$ cat src/rtl/eafr_pkg.sv
`timescale 1ns / 1ps

package eafr_pkg;

  localparam int unsigned BYTE_W    = 8;
  localparam int unsigned POS_W     = 17;
  localparam int unsigned ADDR64_W  = 64;
  localparam int unsigned ADDR16_W  = 16;
  localparam int unsigned PLEN_W    = 16;
  localparam int unsigned OUT_DATA_W = 136;

  localparam logic [BYTE_W-1:0] START_BYTE     = 8'h7E;
  localparam logic [BYTE_W-1:0] ESCAPE_BYTE    = 8'h7D;
  localparam logic [BYTE_W-1:0] ESCAPE_XOR     = 8'h20;
  localparam logic [BYTE_W-1:0] SUM_COMPLEMENT = 8'hFF;
  localparam logic [POS_W-1:0]  PAYLOAD_START  = 17'd21;
  localparam logic [POS_W-1:0]  LEN_OVERHEAD   = 17'd3;

  // frame positions of note (length high byte is position 1)
  localparam logic [POS_W-1:0]  POS_LEN_HI   = 17'd1;
  localparam logic [POS_W-1:0]  POS_LEN_LO   = 17'd2;
  localparam logic [POS_W-1:0]  POS_TYPE     = 17'd3;
  localparam logic [POS_W-1:0]  POS_A64_FIRST = 17'd4;
  localparam logic [POS_W-1:0]  POS_A64_LAST  = 17'd11;
  localparam logic [POS_W-1:0]  POS_A16_FIRST = 17'd12;
  localparam logic [POS_W-1:0]  POS_A16_LAST  = 17'd13;

  localparam logic [BYTE_W-1:0] RX_TYPE_RESET = 8'd145;

  // register byte addresses
  localparam logic [2:0] REG_RX_TYPE = 3'd0;

  typedef enum logic [1:0] {
    KIND_DATA     = 2'd0,
    KIND_SUM_GOOD = 2'd1,
    KIND_SUM_BAD  = 2'd2
  } kind_t;

  typedef struct packed {
    kind_t                kind;
    logic [BYTE_W-1:0]    data_byte;
    logic [POS_W-1:0]     byte_position;
    logic [BYTE_W-1:0]    frame_type;
    logic                 is_rx_indicator;
    logic [ADDR64_W-1:0]  source_address64;
    logic [ADDR16_W-1:0]  source_address16;
    logic [PLEN_W-1:0]    payload_length;
  } result_t;

endpackage

$ cat src/rtl/eafr_in_reg.sv
`timescale 1ns / 1ps

module eafr_in_reg (
  input  logic                         clk,
  input  logic                         rst_n,
  input  logic                         in_valid,
  output logic                         in_ready,
  input  logic [eafr_pkg::BYTE_W-1:0]  in_byte,
  output logic                         held_valid,
  input  logic                         held_ready,
  output logic [eafr_pkg::BYTE_W-1:0]  held_byte
);

  logic                         valid_r;
  logic                         valid_nxt;
  logic [eafr_pkg::BYTE_W-1:0]  byte_r;

  assign in_ready   = !valid_r || held_ready;
  assign held_valid = valid_r;
  assign held_byte  = byte_r;

  always_comb begin
    valid_nxt = valid_r;
    if (in_ready) begin
      valid_nxt = in_valid;
    end
  end

  always_ff @(posedge clk) begin
    if (!rst_n) begin
      valid_r <= 1'b0;
    end else begin
      valid_r <= valid_nxt;
    end
  end

  always_ff @(posedge clk) begin
    if (in_valid && in_ready) begin
      byte_r <= in_byte;
    end
  end

endmodule

$ cat src/rtl/eafr_parser.sv
`timescale 1ns / 1ps

module eafr_parser (
  input  logic                         clk,
  input  logic                         rst_n,
  input  logic [eafr_pkg::BYTE_W-1:0]  rx_type,
  input  logic                         in_valid,
  input  logic [eafr_pkg::BYTE_W-1:0]  in_byte,
  output logic                         res_valid,
  input  logic                         res_ready,
  output eafr_pkg::result_t            res
);

  logic                            take;
  logic                            live;
  logic [eafr_pkg::BYTE_W-1:0]     ubyte;

  logic [eafr_pkg::POS_W-1:0]      pos_r, pos_nxt;
  logic [eafr_pkg::POS_W-1:0]      end_r, end_nxt;
  logic [eafr_pkg::BYTE_W-1:0]     sum_r, sum_nxt;
  logic                            esc_r, esc_nxt;
  logic                            fin_r, fin_nxt;
  logic [eafr_pkg::BYTE_W-1:0]     type_r, type_nxt;
  logic [eafr_pkg::ADDR64_W-1:0]   a64_r, a64_nxt;
  logic [eafr_pkg::ADDR16_W-1:0]   a16_r, a16_nxt;

  logic [eafr_pkg::POS_W-1:0]      pos_inc;
  logic                            is_rx;
  logic                            sum_good;

  assign take     = in_valid && res_ready;
  assign pos_inc  = pos_r + 17'd1;
  assign is_rx    = (end_r > eafr_pkg::LEN_OVERHEAD) && (type_r == rx_type);
  assign sum_good = (eafr_pkg::SUM_COMPLEMENT - sum_r) == ubyte;

  always_comb begin
    pos_nxt   = pos_r;
    end_nxt   = end_r;
    sum_nxt   = sum_r;
    esc_nxt   = esc_r;
    fin_nxt   = fin_r;
    type_nxt  = type_r;
    a64_nxt   = a64_r;
    a16_nxt   = a16_r;
    live      = 1'b0;
    ubyte     = in_byte;
    res_valid = 1'b0;
    res       = '0;
    res.kind  = eafr_pkg::KIND_DATA;

    if (take) begin
      priority if (in_byte == eafr_pkg::START_BYTE) begin
        // a start byte always opens a fresh frame
        pos_nxt  = '0;
        end_nxt  = '0;
        sum_nxt  = '0;
        esc_nxt  = 1'b0;
        fin_nxt  = 1'b0;
        type_nxt = '0;
        a64_nxt  = '0;
        a16_nxt  = '0;
      end else if (fin_r) begin
        // drop bytes until the next start byte
      end else if (esc_r) begin
        esc_nxt = 1'b0;
        ubyte   = in_byte ^ eafr_pkg::ESCAPE_XOR;
        live    = 1'b1;
      end else if (in_byte == eafr_pkg::ESCAPE_BYTE) begin
        esc_nxt = 1'b1;
      end else begin
        live = 1'b1;
      end
    end

    if (live) begin
      pos_nxt = pos_inc;
      priority if (pos_inc == eafr_pkg::POS_LEN_HI) begin
        end_nxt = {1'b0, ubyte, 8'h00};
      end else if (pos_inc == eafr_pkg::POS_LEN_LO) begin
        end_nxt = (end_r | {9'd0, ubyte}) + eafr_pkg::LEN_OVERHEAD;
      end else if (pos_inc == end_r) begin
        fin_nxt             = 1'b1;
        res_valid           = 1'b1;
        res.kind            = sum_good ? eafr_pkg::KIND_SUM_GOOD : eafr_pkg::KIND_SUM_BAD;
        res.frame_type      = type_r;
        res.is_rx_indicator = is_rx;
        if (is_rx) begin
          res.source_address64 = a64_r;
          res.source_address16 = a16_r;
          if (end_r > eafr_pkg::PAYLOAD_START) begin
            res.payload_length = eafr_pkg::PLEN_W'(end_r - eafr_pkg::PAYLOAD_START);
          end
        end
      end else begin
        sum_nxt           = sum_r + ubyte;
        res_valid         = 1'b1;
        res.data_byte     = ubyte;
        res.byte_position = pos_inc;
        if (pos_inc == eafr_pkg::POS_TYPE) begin
          type_nxt = ubyte;
        end else if (pos_inc >= eafr_pkg::POS_A64_FIRST &&
                     pos_inc <= eafr_pkg::POS_A64_LAST) begin
          a64_nxt = {a64_r[eafr_pkg::ADDR64_W-9:0], ubyte};
        end else if (pos_inc == eafr_pkg::POS_A16_FIRST ||
                     pos_inc == eafr_pkg::POS_A16_LAST) begin
          a16_nxt = {a16_r[eafr_pkg::ADDR16_W-9:0], ubyte};
        end
      end
    end
  end

  always_ff @(posedge clk) begin
    if (!rst_n) begin
      pos_r  <= '0;
      end_r  <= '0;
      sum_r  <= '0;
      esc_r  <= 1'b0;
      fin_r  <= 1'b0;
      type_r <= '0;
      a64_r  <= '0;
      a16_r  <= '0;
    end else begin
      pos_r  <= pos_nxt;
      end_r  <= end_nxt;
      sum_r  <= sum_nxt;
      esc_r  <= esc_nxt;
      fin_r  <= fin_nxt;
      type_r <= type_nxt;
      a64_r  <= a64_nxt;
      a16_r  <= a16_nxt;
    end
  end

`ifndef ASSERT_OFF
  a_fin_silent: assert property (@(posedge clk) disable iff (!rst_n)
    (take && fin_r && in_byte != eafr_pkg::START_BYTE) |-> !res_valid)
    else $error("result produced after frame end");

  a_data_pos: assert property (@(posedge clk) disable iff (!rst_n)
    (res_valid && res.kind == eafr_pkg::KIND_DATA) |-> res.byte_position >= eafr_pkg::POS_TYPE)
    else $error("data byte at length position");

  a_esc_set: assert property (@(posedge clk) disable iff (!rst_n)
    (take && in_byte == eafr_pkg::ESCAPE_BYTE && !esc_r && !fin_r) |=> esc_r)
    else $error("escape byte not recorded");

  a_pos_bound: assert property (@(posedge clk) disable iff (!rst_n)
    (pos_r > eafr_pkg::POS_LEN_LO && !fin_r) |-> pos_r < end_r)
    else $error("frame position ran past checksum");
`endif

endmodule

$ cat src/rtl/eafr_out_reg.sv
`timescale 1ns / 1ps

module eafr_out_reg (
  input  logic               clk,
  input  logic               rst_n,
  input  logic               in_valid,
  output logic               in_ready,
  input  eafr_pkg::result_t  in_res,
  output logic               out_valid,
  input  logic               out_ready,
  output eafr_pkg::result_t  out_res
);

  logic               valid_r;
  logic               valid_nxt;
  eafr_pkg::result_t  res_r;

  assign in_ready  = !valid_r || out_ready;
  assign out_valid = valid_r;
  assign out_res   = res_r;

  always_comb begin
    valid_nxt = valid_r;
    if (in_ready) begin
      valid_nxt = in_valid;
    end
  end

  always_ff @(posedge clk) begin
    if (!rst_n) begin
      valid_r <= 1'b0;
    end else begin
      valid_r <= valid_nxt;
    end
  end

  always_ff @(posedge clk) begin
    if (in_valid && in_ready) begin
      res_r <= in_res;
    end
  end

endmodule

$ cat src/rtl/escaped_api_frame_receiver.sv
`timescale 1ns / 1ps

// Channel  Ports                     Carries
// in       in_tvalid/tready/tdata    one raw received byte, still escaped
// out      out_tvalid/tready/tdata   frame data byte or end-of-frame verdict
//          out_tuser                 result kind
// cfg      cfg_p*                    rx indicator type register at addresses 0 to 3
//
// One byte is taken every cycle unless in_tready is low. The parser works on a
// byte while it sits in the input register, so its result passes from there into
// the output register and onto out_tdata.
// Start, escape, length and ignored bytes give no result transaction.
// rst_n is synchronous; it clears the frame state and sets the type to 145.
// A stall on out_tready fills the output register, then the input register,
// and only then drops in_tready.
module escaped_api_frame_receiver (
  input  logic          clk,
  input  logic          rst_n,
  input  logic          in_tvalid,
  output logic          in_tready,
  input  logic [7:0]    in_tdata,   // [7:0] rx_byte
  output logic          out_tvalid,
  input  logic          out_tready,
  // [7:0] data_byte, [24:8] byte_position, [32:25] frame_type,
  // [33] is_rx_indicator, [97:34] source_address64, [113:98] source_address16,
  // [129:114] payload_length, [135:130] zero
  output logic [135:0]  out_tdata,
  output logic [1:0]    out_tuser,  // [1:0] result_kind
  input  logic          cfg_psel,
  input  logic          cfg_penable,
  input  logic          cfg_pwrite,
  input  logic [2:0]    cfg_paddr,
  input  logic [31:0]   cfg_pwdata,
  output logic [31:0]   cfg_prdata,
  output logic          cfg_pready
);

  logic [eafr_pkg::BYTE_W-1:0]  rx_type_r;
  logic [eafr_pkg::BYTE_W-1:0]  rx_type_nxt;
  logic                         reg_hit;

  logic                         held_valid;
  logic                         held_ready;
  logic [eafr_pkg::BYTE_W-1:0]  held_byte;
  logic                         res_valid;
  eafr_pkg::result_t            res;
  eafr_pkg::result_t            out_res;

  assign cfg_pready = 1'b1;
  assign reg_hit    = cfg_paddr[2] == eafr_pkg::REG_RX_TYPE[2];
  assign cfg_prdata = reg_hit ? {24'd0, rx_type_r} : 32'd0;

  always_comb begin
    rx_type_nxt = rx_type_r;
    if (cfg_psel && cfg_penable && cfg_pwrite && cfg_pready && reg_hit) begin
      rx_type_nxt = cfg_pwdata[7:0];
    end
  end

  always_ff @(posedge clk) begin
    if (!rst_n) begin
      rx_type_r <= eafr_pkg::RX_TYPE_RESET;
    end else begin
      rx_type_r <= rx_type_nxt;
    end
  end

  eafr_in_reg u_in_reg (
    .clk        (clk),
    .rst_n      (rst_n),
    .in_valid   (in_tvalid),
    .in_ready   (in_tready),
    .in_byte    (in_tdata),
    .held_valid (held_valid),
    .held_ready (held_ready),
    .held_byte  (held_byte)
  );

  eafr_parser u_parser (
    .clk       (clk),
    .rst_n     (rst_n),
    .rx_type   (rx_type_r),
    .in_valid  (held_valid),
    .in_byte   (held_byte),
    .res_valid (res_valid),
    .res_ready (held_ready),
    .res       (res)
  );

  eafr_out_reg u_out_reg (
    .clk       (clk),
    .rst_n     (rst_n),
    .in_valid  (res_valid),
    .in_ready  (held_ready),
    .in_res    (res),
    .out_valid (out_tvalid),
    .out_ready (out_tready),
    .out_res   (out_res)
  );

  assign out_tuser = out_res.kind;
  assign out_tdata = {6'd0,
                      out_res.payload_length,
                      out_res.source_address16,
                      out_res.source_address64,
                      out_res.is_rx_indicator,
                      out_res.frame_type,
                      out_res.byte_position,
                      out_res.data_byte};

endmodule

$ cat config.mk
export PLATFORM = sky130hd
export DESIGN_NAME = escaped_api_frame_receiver
export DESIGN_NICKNAME = d
export VERILOG_FILES = /design/src/rtl/eafr_pkg.sv /design/src/rtl/eafr_in_reg.sv /design/src/rtl/eafr_parser.sv /design/src/rtl/eafr_out_reg.sv /design/src/rtl/escaped_api_frame_receiver.sv
export SDC_FILE = /design/constraint.sdc
export NUM_CORES = 1
export LEC_CHECK = 0
export BUFFER_PORTS_ARGS = -buffer_cell sky130_fd_sc_hd__buf_2
export CAP_MARGIN = 20
export CORE_MARGIN = 2
export CORE_UTILIZATION = 55
export CTS_CLUSTER_DIAMETER = 60
export DETAILED_ROUTE_END_ITERATION = 7
export MAX_ROUTING_LAYER = met4
export PLACE_DENSITY = 0.76
export SYNTH_ARGS = -nofsm -noshare
export SYNTH_HDL_FRONTEND = slang
export SYNTH_SLANG_ARGS = --single-unit
$ cat constraint.sdc
create_clock -name clk -period 13.78 [get_ports clk]
set_input_delay 0.689 -clock clk [delete_from_list [all_inputs] [get_ports clk]]
set_output_delay 0.689 -clock clk [all_outputs]
set_load 0.05 [all_outputs]
==> impl_summary.log, run 1 <==
[metrics] outcome: finished clean
[metrics] R2R Path Start: u_parser.pos_r[0]
[metrics] global-route wire length before repair: 51.5 mm
[metrics] DR vias: 10,597
[metrics] routability congestion estimate from global placement: 0.937
[metrics] post-synthesis area per instance: 10.0 µm²
[metrics] quantity of hold-fixing buffers added after cts: 0
[metrics] number of placed I/O pins: ~220
[metrics] CTS tree: yes
[metrics] hold slack final: 0.298 ns
[metrics] endpoints failing setup: 0
[metrics] met3 routed WL: 2.18 mm
[metrics] global-route usage over all layers: 0.250
[metrics] cells after synthesis: 1,382
[metrics] met1 routed wirelength after detailed routing: 15.2 mm
[metrics] clock skew: 0.0119 ns
[metrics] Rows: 58
[metrics] htree depth: 1
[metrics] via count of the first global-routing pass: 9,398
[metrics] Net count, final: 1,532
[metrics] detailed-route vias per instance: about 5.8
[metrics] critical path data arrival time: 5.95 ns
[metrics] hold endpoint: u_in_reg.held_byte[7]
[metrics] gr ovfl total: 0
[metrics] die width: 163 µm
[metrics] setup slack of the most critical reg-to-reg path: 8.26 ns
[metrics] clock tree buffer depth: 3
[metrics] Detail Route met2 WL: 14.6 mm
[metrics] Post-Synthesis Cell Area: approximately 14,000 µm²
[metrics] cell type with the highest aggregate area in the netlist: sky130_fd_sc_hd__edfxtp_1
[metrics] count of different cell masters after synthesis: between 80 and 90
[metrics] power consumption: 1.82 mW
[metrics] worst rel slew slack: 0.280
[metrics] largest net degree at the start of global routing: 115
[metrics] clock slew seen by the registers of the worst setup and hold paths: 0.07 ns
[metrics] kind of launch point of the worst setup path: register
[metrics] Yosys warning total: 0
[metrics] Root Driver: sky130_fd_sc_hd__clkbuf_16
[metrics] endpoint kind of the worst setup timing path: register
[metrics] Leakage: approximately 6.0 nW
[metrics] final count of pins violating max slew: 0
[metrics] Least-Margin Pin Slew: 1.08 ns
[metrics] number of buffers inserted by post-CTS setup repair: 0
[metrics] Hold Crit Start: in_tdata[7]
[metrics] detailed placer's ending HPWL: 21.1 mm
[metrics] max-cap check violation count: 0
[metrics] floorplan core area: approximately 25,000 µm²
[metrics] largest vdd supply drop: 0.0863 mV
[metrics] maximum fanout count along the critical path: between 80 and 90
[metrics] initial core utilization: 0.555
[metrics] synthesized flop and latch total: 282
[metrics] sinks on the clock net: 282
[metrics] filler-free cell count of the finished design: 1,819
[metrics] post-synthesis async set-or-reset flop share: 0
[metrics] Post-synth top cells: sky130_fd_sc_hd__dfxtp_1 (142), sky130_fd_sc_hd__edfxtp_1 (140), sky130_fd_sc_hd__nand3_1 (132)
[metrics] share of final-layout standard cells stronger than drive strength 1: 0.185
[metrics] power density normalized to cell area: around 120 nW/µm²
[metrics] most frequent cell after synthesis: sky130_fd_sc_hd__dfxtp_1
[metrics] Layout Area Growth over Synthesis: 11.6%
[metrics] proportion of netlist area held by the largest area contributor: 0.303
[metrics] clock latency of the later-clocked register in the worst-skew pair: 0.57 ns
[metrics] Hold Crit Class: input pin to register
[metrics] wire length after detailed routing: 32.8 mm
[metrics] detailed-router iteration count before antenna repair: 5
[metrics] cells on worst reg2reg path: 11
[metrics] number of enable flip-flop cells after synthesis: 140
[metrics] die area: 26,500 µm²
[metrics] Cells on Worst Hold Path: 1
[metrics] wire length per cell: roughly 18 µm
[metrics] Hold Vio Cnt, Final: 0
[metrics] Tmin final: 5.52 ns
[metrics] post-cts sizing count: 0
[metrics] register area share after synthesis: 0.509
[metrics] Final TNS setup: 0 ns
[metrics] type of the setup path with the least slack: register to register
[metrics] count of routing violations after the opening detailed-route iteration: 993
[metrics] DRT antenna net count: 0
[metrics] number of remaining DRC errors: 0
[metrics] Post-synth top flop: sky130_fd_sc_hd__dfxtp_1
[metrics] Required @ worst endpoint: 14.21 ns
[metrics] Highest Clock Rate: 181 MHz
[metrics] count of input and output buffers: around 170
[metrics] TritonCTS buffer count: 29
[metrics] main area contributors after synthesis: sky130_fd_sc_hd__edfxtp_1 (30%), sky130_fd_sc_hd__dfxtp_1 (21%), sky130_fd_sc_hd__nand3_1 (4.8%)
[metrics] initial antenna violation count: 0
[metrics] top routing layer used: met4
[metrics] die span in y: 163 µm
[metrics] final period utilization: 0.401
[metrics] # placed instances: 1,764
[metrics] reg2reg end: u_out_reg.out_res[94]
[metrics] number of antenna repair diodes: 0
[metrics] unrepaired setup endpoints after global routing: false
==> registers in the layout, summed over array words and instances, names as in the netlist <==
name                 count
u_parser.a64_r          64
u_out_reg.out_res      132
u_parser.sum_r           8
u_out_reg.out_valid      1
u_parser.fin_r           1
u_parser.a16_r          16
u_parser.pos_r          17
u_in_reg.held_byte       8
u_parser.end_r          17
u_parser.esc_r           1
u_in_reg.held_valid      1
u_parser.type_r          8
rx_type_r                8
==> how the worst max path moves through the flow <==
stage | startpoint | depth (start not counted) | endpoint
final | u_parser.pos_r[0] | 11 | u_out_reg.out_res[94]
after global routing | u_parser.pos_r[0] | 11 | u_out_reg.out_res[93]
after CTS | u_parser.pos_r[0] | 11 | u_out_reg.out_res[93]
after detailed placement | u_parser.pos_r[0] | 11 | u_out_reg.out_res[93]
after global placement | u_parser.pos_r[0] | 11 | u_out_reg.out_res[94]
after floorplan | u_parser.pos_r[1] | 12 | u_out_reg.out_res[116]
==> cell families after synthesis <==
kind of cell,share of synthesized area
xor+xnor,0.0354
fa+ha+maj,0.0150
flops,0.509
other cells,0.000542
buf+inv,0.0625
simple gates,0.238
mux,0.0275
compound gates,0.112
==> cell usage in the layout, fill, tap and decap left out, drive strengths merged, types with 26 or more instances in the layout <==
master	synthesis	final
a21oi	26	26
and3	97	97
buf	74	175
clkbuf	77	34
conb	2	31
dfxtp	142	142
edfxtp	140	140
inv	19	26
mux2i	38	38
nand2	106	106
nand3	133	133
nor2	84	84
nor2b	26	26
nor3b	31	31
o21ai	74	74
xnor2	39	39
==> critical path: stages (launching register included) <==
cell	delay, ns
sky130_fd_sc_hd__dfxtp_1	0.65
sky130_fd_sc_hd__ha_1	0.64
sky130_fd_sc_hd__nand4_2	0.33
sky130_fd_sc_hd__nor2_2	0.44
sky130_fd_sc_hd__a21o_1	0.20
sky130_fd_sc_hd__a21oi_1	0.09
sky130_fd_sc_hd__o2111ai_2	0.43
sky130_fd_sc_hd__o21ai_1	0.24
sky130_fd_sc_hd__inv_6	0.38
sky130_fd_sc_hd__buf_4	0.81
sky130_fd_sc_hd__buf_4	0.79
sky130_fd_sc_hd__and3_1	0.29
==> per-layer routing <==
metal | global-route usage | vias up
met5 | - | -
met4 | 0.0640 | 0
met3 | 0.0316 | 57
met2 | 0.373 | 352
met1 | 0.363 | 5076
li1 | - | 5112
==> metrics by stage <==
step                      cell area (µm²)   util  setup WS [ns]
after floorplan                     14000      -           7.29
after global placement              14500  0.581           8.51
after detailed placement            14500  0.581           8.33
after CTS                           15500  0.619           8.29
after global routing                15500  0.619           7.83
final                               15500  0.619           8.26
==> layout make-up <==
class / count / area [µm²]
Sequential cell: 282 / 7050
Clock buffer: 34 / 785
Tap cell: 330 / 413
Clock inverter: 20 / 174
Timing Repair Buffer: 175 / 907
Inverter: 19 / 76.3
Fill cell: 2096 / 9500
Multi-Input combinational cell: 959 / 6060
==> power by group <==
group          switching (mW)  internal, mW  total, mW
clock                   0.345         0.433      0.778
combinational           0.107        0.0340      0.141
sequential             0.0146         0.889      0.903
total                   0.467          1.36       1.82
Note: power is estimated with default switching activity, not from simulation.
==> inputs of run 2 (changes only) <==
==> constraint.sdc (replaced) <==
create_clock -name clk -period 5.6 [get_ports clk]
set_input_delay 0.28 -clock clk [delete_from_list [all_inputs] [get_ports clk]]
set_output_delay 0.28 -clock clk [all_outputs]
set_load 0.05 [all_outputs]
==> run 2 against run 1 <==
Effect of this change:
- critical path depth is 2 lower
- register-to-register slack lost 7.2 ns
- final cell count rose by 0.93%
- sequential share of layout area decreased by 0.46 points
- cell area is 1.0% higher
- largest power group unchanged
- utilization is 0.64 points higher
- global-route usage increased by 0.69 points
==> impl_summary.log, run 2 (synthesis gave the netlist of run 1 again) <==
[metrics] part of the power in the clock network: 0.421
[metrics] unrepaired setup endpoints after global routing: false
[metrics] clock skew: 0.0108 ns
[metrics] DRT antenna net count: 0
[metrics] htree depth: 1
[metrics] post-cts sizing count: 0
[metrics] R2R Path Start: u_parser.pos_r[2]
[metrics] Final TNS setup: 0 ns
[metrics] internal power: 3.33 mW
[metrics] die width: 163 µm
[metrics] setup slack after placement: 1.08 ns
[metrics] Least-Margin Pin Slew: about 1.1 ns
[metrics] endpoint kind of the worst setup timing path: register
[metrics] routability congestion estimate from global placement: 0.921
[metrics] Required @ worst endpoint: about 6 ns
[metrics] endpoints failing setup: 0
[metrics] fill cell count: roughly 2,100
[metrics] critical path data arrival time: 4.79 ns
[metrics] initial antenna violation count: 0
[metrics] clock tree buffer depth: 3
[metrics] Hold Vio Cnt, Final: 0
[metrics] number of buffers inserted by post-CTS setup repair: 0
[metrics] global-route usage over all layers: 0.257
[metrics] initial core utilization: 0.555
[metrics] Hold Crit Start: out_tready
[metrics] largest net degree at the start of global routing: roughly 130
[metrics] DR vias: 10,606
[metrics] count of input and output buffers: 165
[metrics] setup slack of the most critical reg-to-reg path: ~1.1 ns
[metrics] number of placed I/O pins: 223
[metrics] type of the setup path with the least slack: register to register
[metrics] area used by multi-input combinational logic: 6060 µm²
[metrics] part of the power in combinational logic: 0.081
[metrics] detailed placer's ending HPWL: 21.8 mm
[metrics] number of remaining DRC errors: 0
[metrics] post-placement cell area: 14,500 µm²
[metrics] Highest Clock Rate: 222 MHz
[metrics] final count of pins violating max slew: 0
[metrics] max FFs per register: around 130
[metrics] commonest non-fill, non-tap cell in the layout: sky130_fd_sc_hd__buf_2
[metrics] Cells on Worst Hold Path: 4
[metrics] maximum fanout count along the critical path: 58
[metrics] cells on worst reg2reg path: 9
[metrics] sequential standard cell area: 7050 µm²
[metrics] Leakage: between 6 and 7 nW
[metrics] number of antenna repair diodes: 0
[metrics] count of routing violations after the opening detailed-route iteration: ~1,200
[metrics] commonest cells after routing, fill and taps aside: sky130_fd_sc_hd__buf_2 (164), sky130_fd_sc_hd__dfxtp_1 (142), sky130_fd_sc_hd__edfxtp_1 (140)
[metrics] global-route wire length before repair: ~53 mm
[metrics] proportion of total power due to net switching: 0.254
[metrics] die span in y: between 150 and 200 µm
[metrics] Root Driver: sky130_fd_sc_hd__clkbuf_16
[metrics] share of final-layout standard cells stronger than drive strength 1: 0.177
[metrics] Reg power frac: 0.498
[metrics] worst rel slew slack: 0.279
[metrics] largest vdd supply drop: 0.185 mV
[metrics] wire length per cell: 18.5 µm
[metrics] detailed-router iteration count before antenna repair: 5
[metrics] detailed-route vias per instance: 5.78
[metrics] power density normalized to cell area: ~290 nW/µm²
[metrics] Rows: 58
[metrics] Layout Area Growth over Synthesis: 12.8%
[metrics] Tmin final: roughly 4.5 ns
[metrics] gr ovfl total: 0
[metrics] outcome: finished clean
[metrics] max-cap check violation count: 0
[metrics] Net count, final: 1,549
[metrics] clock latency of the later-clocked register in the worst-skew pair: 0.57 ns
[metrics] final period utilization: 0.805
[metrics] floorplan core area: 25,000 µm²
[metrics] sinks on the clock net: around 280
[metrics] clock slew seen by the registers of the worst setup and hold paths: 0.06 ns
[metrics] wire length after detailed routing: 34.0 mm
[metrics] timing startpoint of the critical path: u_parser.pos_r[2]
[metrics] cell area after layout: 15,600 µm²
[metrics] die area: 26,500 µm²
[metrics] worst path setup slack after routing: 1.09 ns
[metrics] Hold Crit Class: input pin to register
[metrics] TritonCTS buffer count: 29
[metrics] kind of launch point of the worst setup path: register
[metrics] via count of the first global-routing pass: 9,726
[metrics] CTS tree: yes
[metrics] power spent charging and discharging nets: between 1 and 1.5 mW
-- run 2: worst paths after layout --
check / to
max reg2reg: u_out_reg.out_res[108]
max: u_out_reg.out_res[108]
min reg2reg: u_parser.a64_r[63]
min: u_in_reg.held_valid
-- run 2: layout make-up --
cell class	count	area share
Clock buffer	43	0.0537
Clock inverter	11	0.00529
Inverter	19	0.00489
Multi-Input combinational cell	959	0.388
Sequential cell	282	0.451
Tap cell	330	0.0264
Timing Repair Buffer	192	0.0706
-- run 2: critical path, stage by stage (launching register included) --
cell,delay (ns)
sky130_fd_sc_hd__dfxtp_1,0.75
sky130_fd_sc_hd__nand3_1,0.53
sky130_fd_sc_hd__nor4_1,0.60
sky130_fd_sc_hd__xnor2_1,0.22
sky130_fd_sc_hd__o2111a_1,0.32
sky130_fd_sc_hd__o2111ai_2,0.27
sky130_fd_sc_hd__o21ai_1,0.47
sky130_fd_sc_hd__inv_6,0.29
sky130_fd_sc_hd__nand2_2,0.62
sky130_fd_sc_hd__nor2_1,0.14
-- run 2: through the flow --
| stage | util | std cells | power (mW) | hold slack, ns |
|---|---|---|---|---|
| 5_1_grt | 0.626 | 1836 | 4.60 | 0.138 |
| 4_1_cts | 0.626 | 1835 | 4.48 | 0.0863 |
| 2_1_floorplan | - | 1411 | 2.55 | 0.379 |
| 6_report | 0.626 | 1836 | 4.46 | 0.107 |
| 3_3_place_gp | 0.582 | 1764 | 2.61 | 0.443 |
| 3_5_place_dp | 0.582 | 1764 | 2.62 | 0.450 |
-- run 2: what timing repair did --
item,4_1_cts,5_1_grt
setup endpoints to repair,0,0
hold buffers,17,0
hold endpoints to repair,17,0
-- run 2: layer usage --
metal  GRT usage  wire length [µm]
met1       0.358             15300
met2       0.387             15600
met3      0.0469              2400
met4      0.0716               728
met5           -                 0
-- run 2: power by group through the flow --
stage               sequential, mW  combinational [mW]  clock (mW)
finish                        2.22               0.360        1.88
global route                  2.23               0.383        1.99
CTS                           2.22               0.359        1.90
detailed placement            2.27               0.348           0
global placement              2.27               0.344           0
floorplan                     2.33               0.228           0
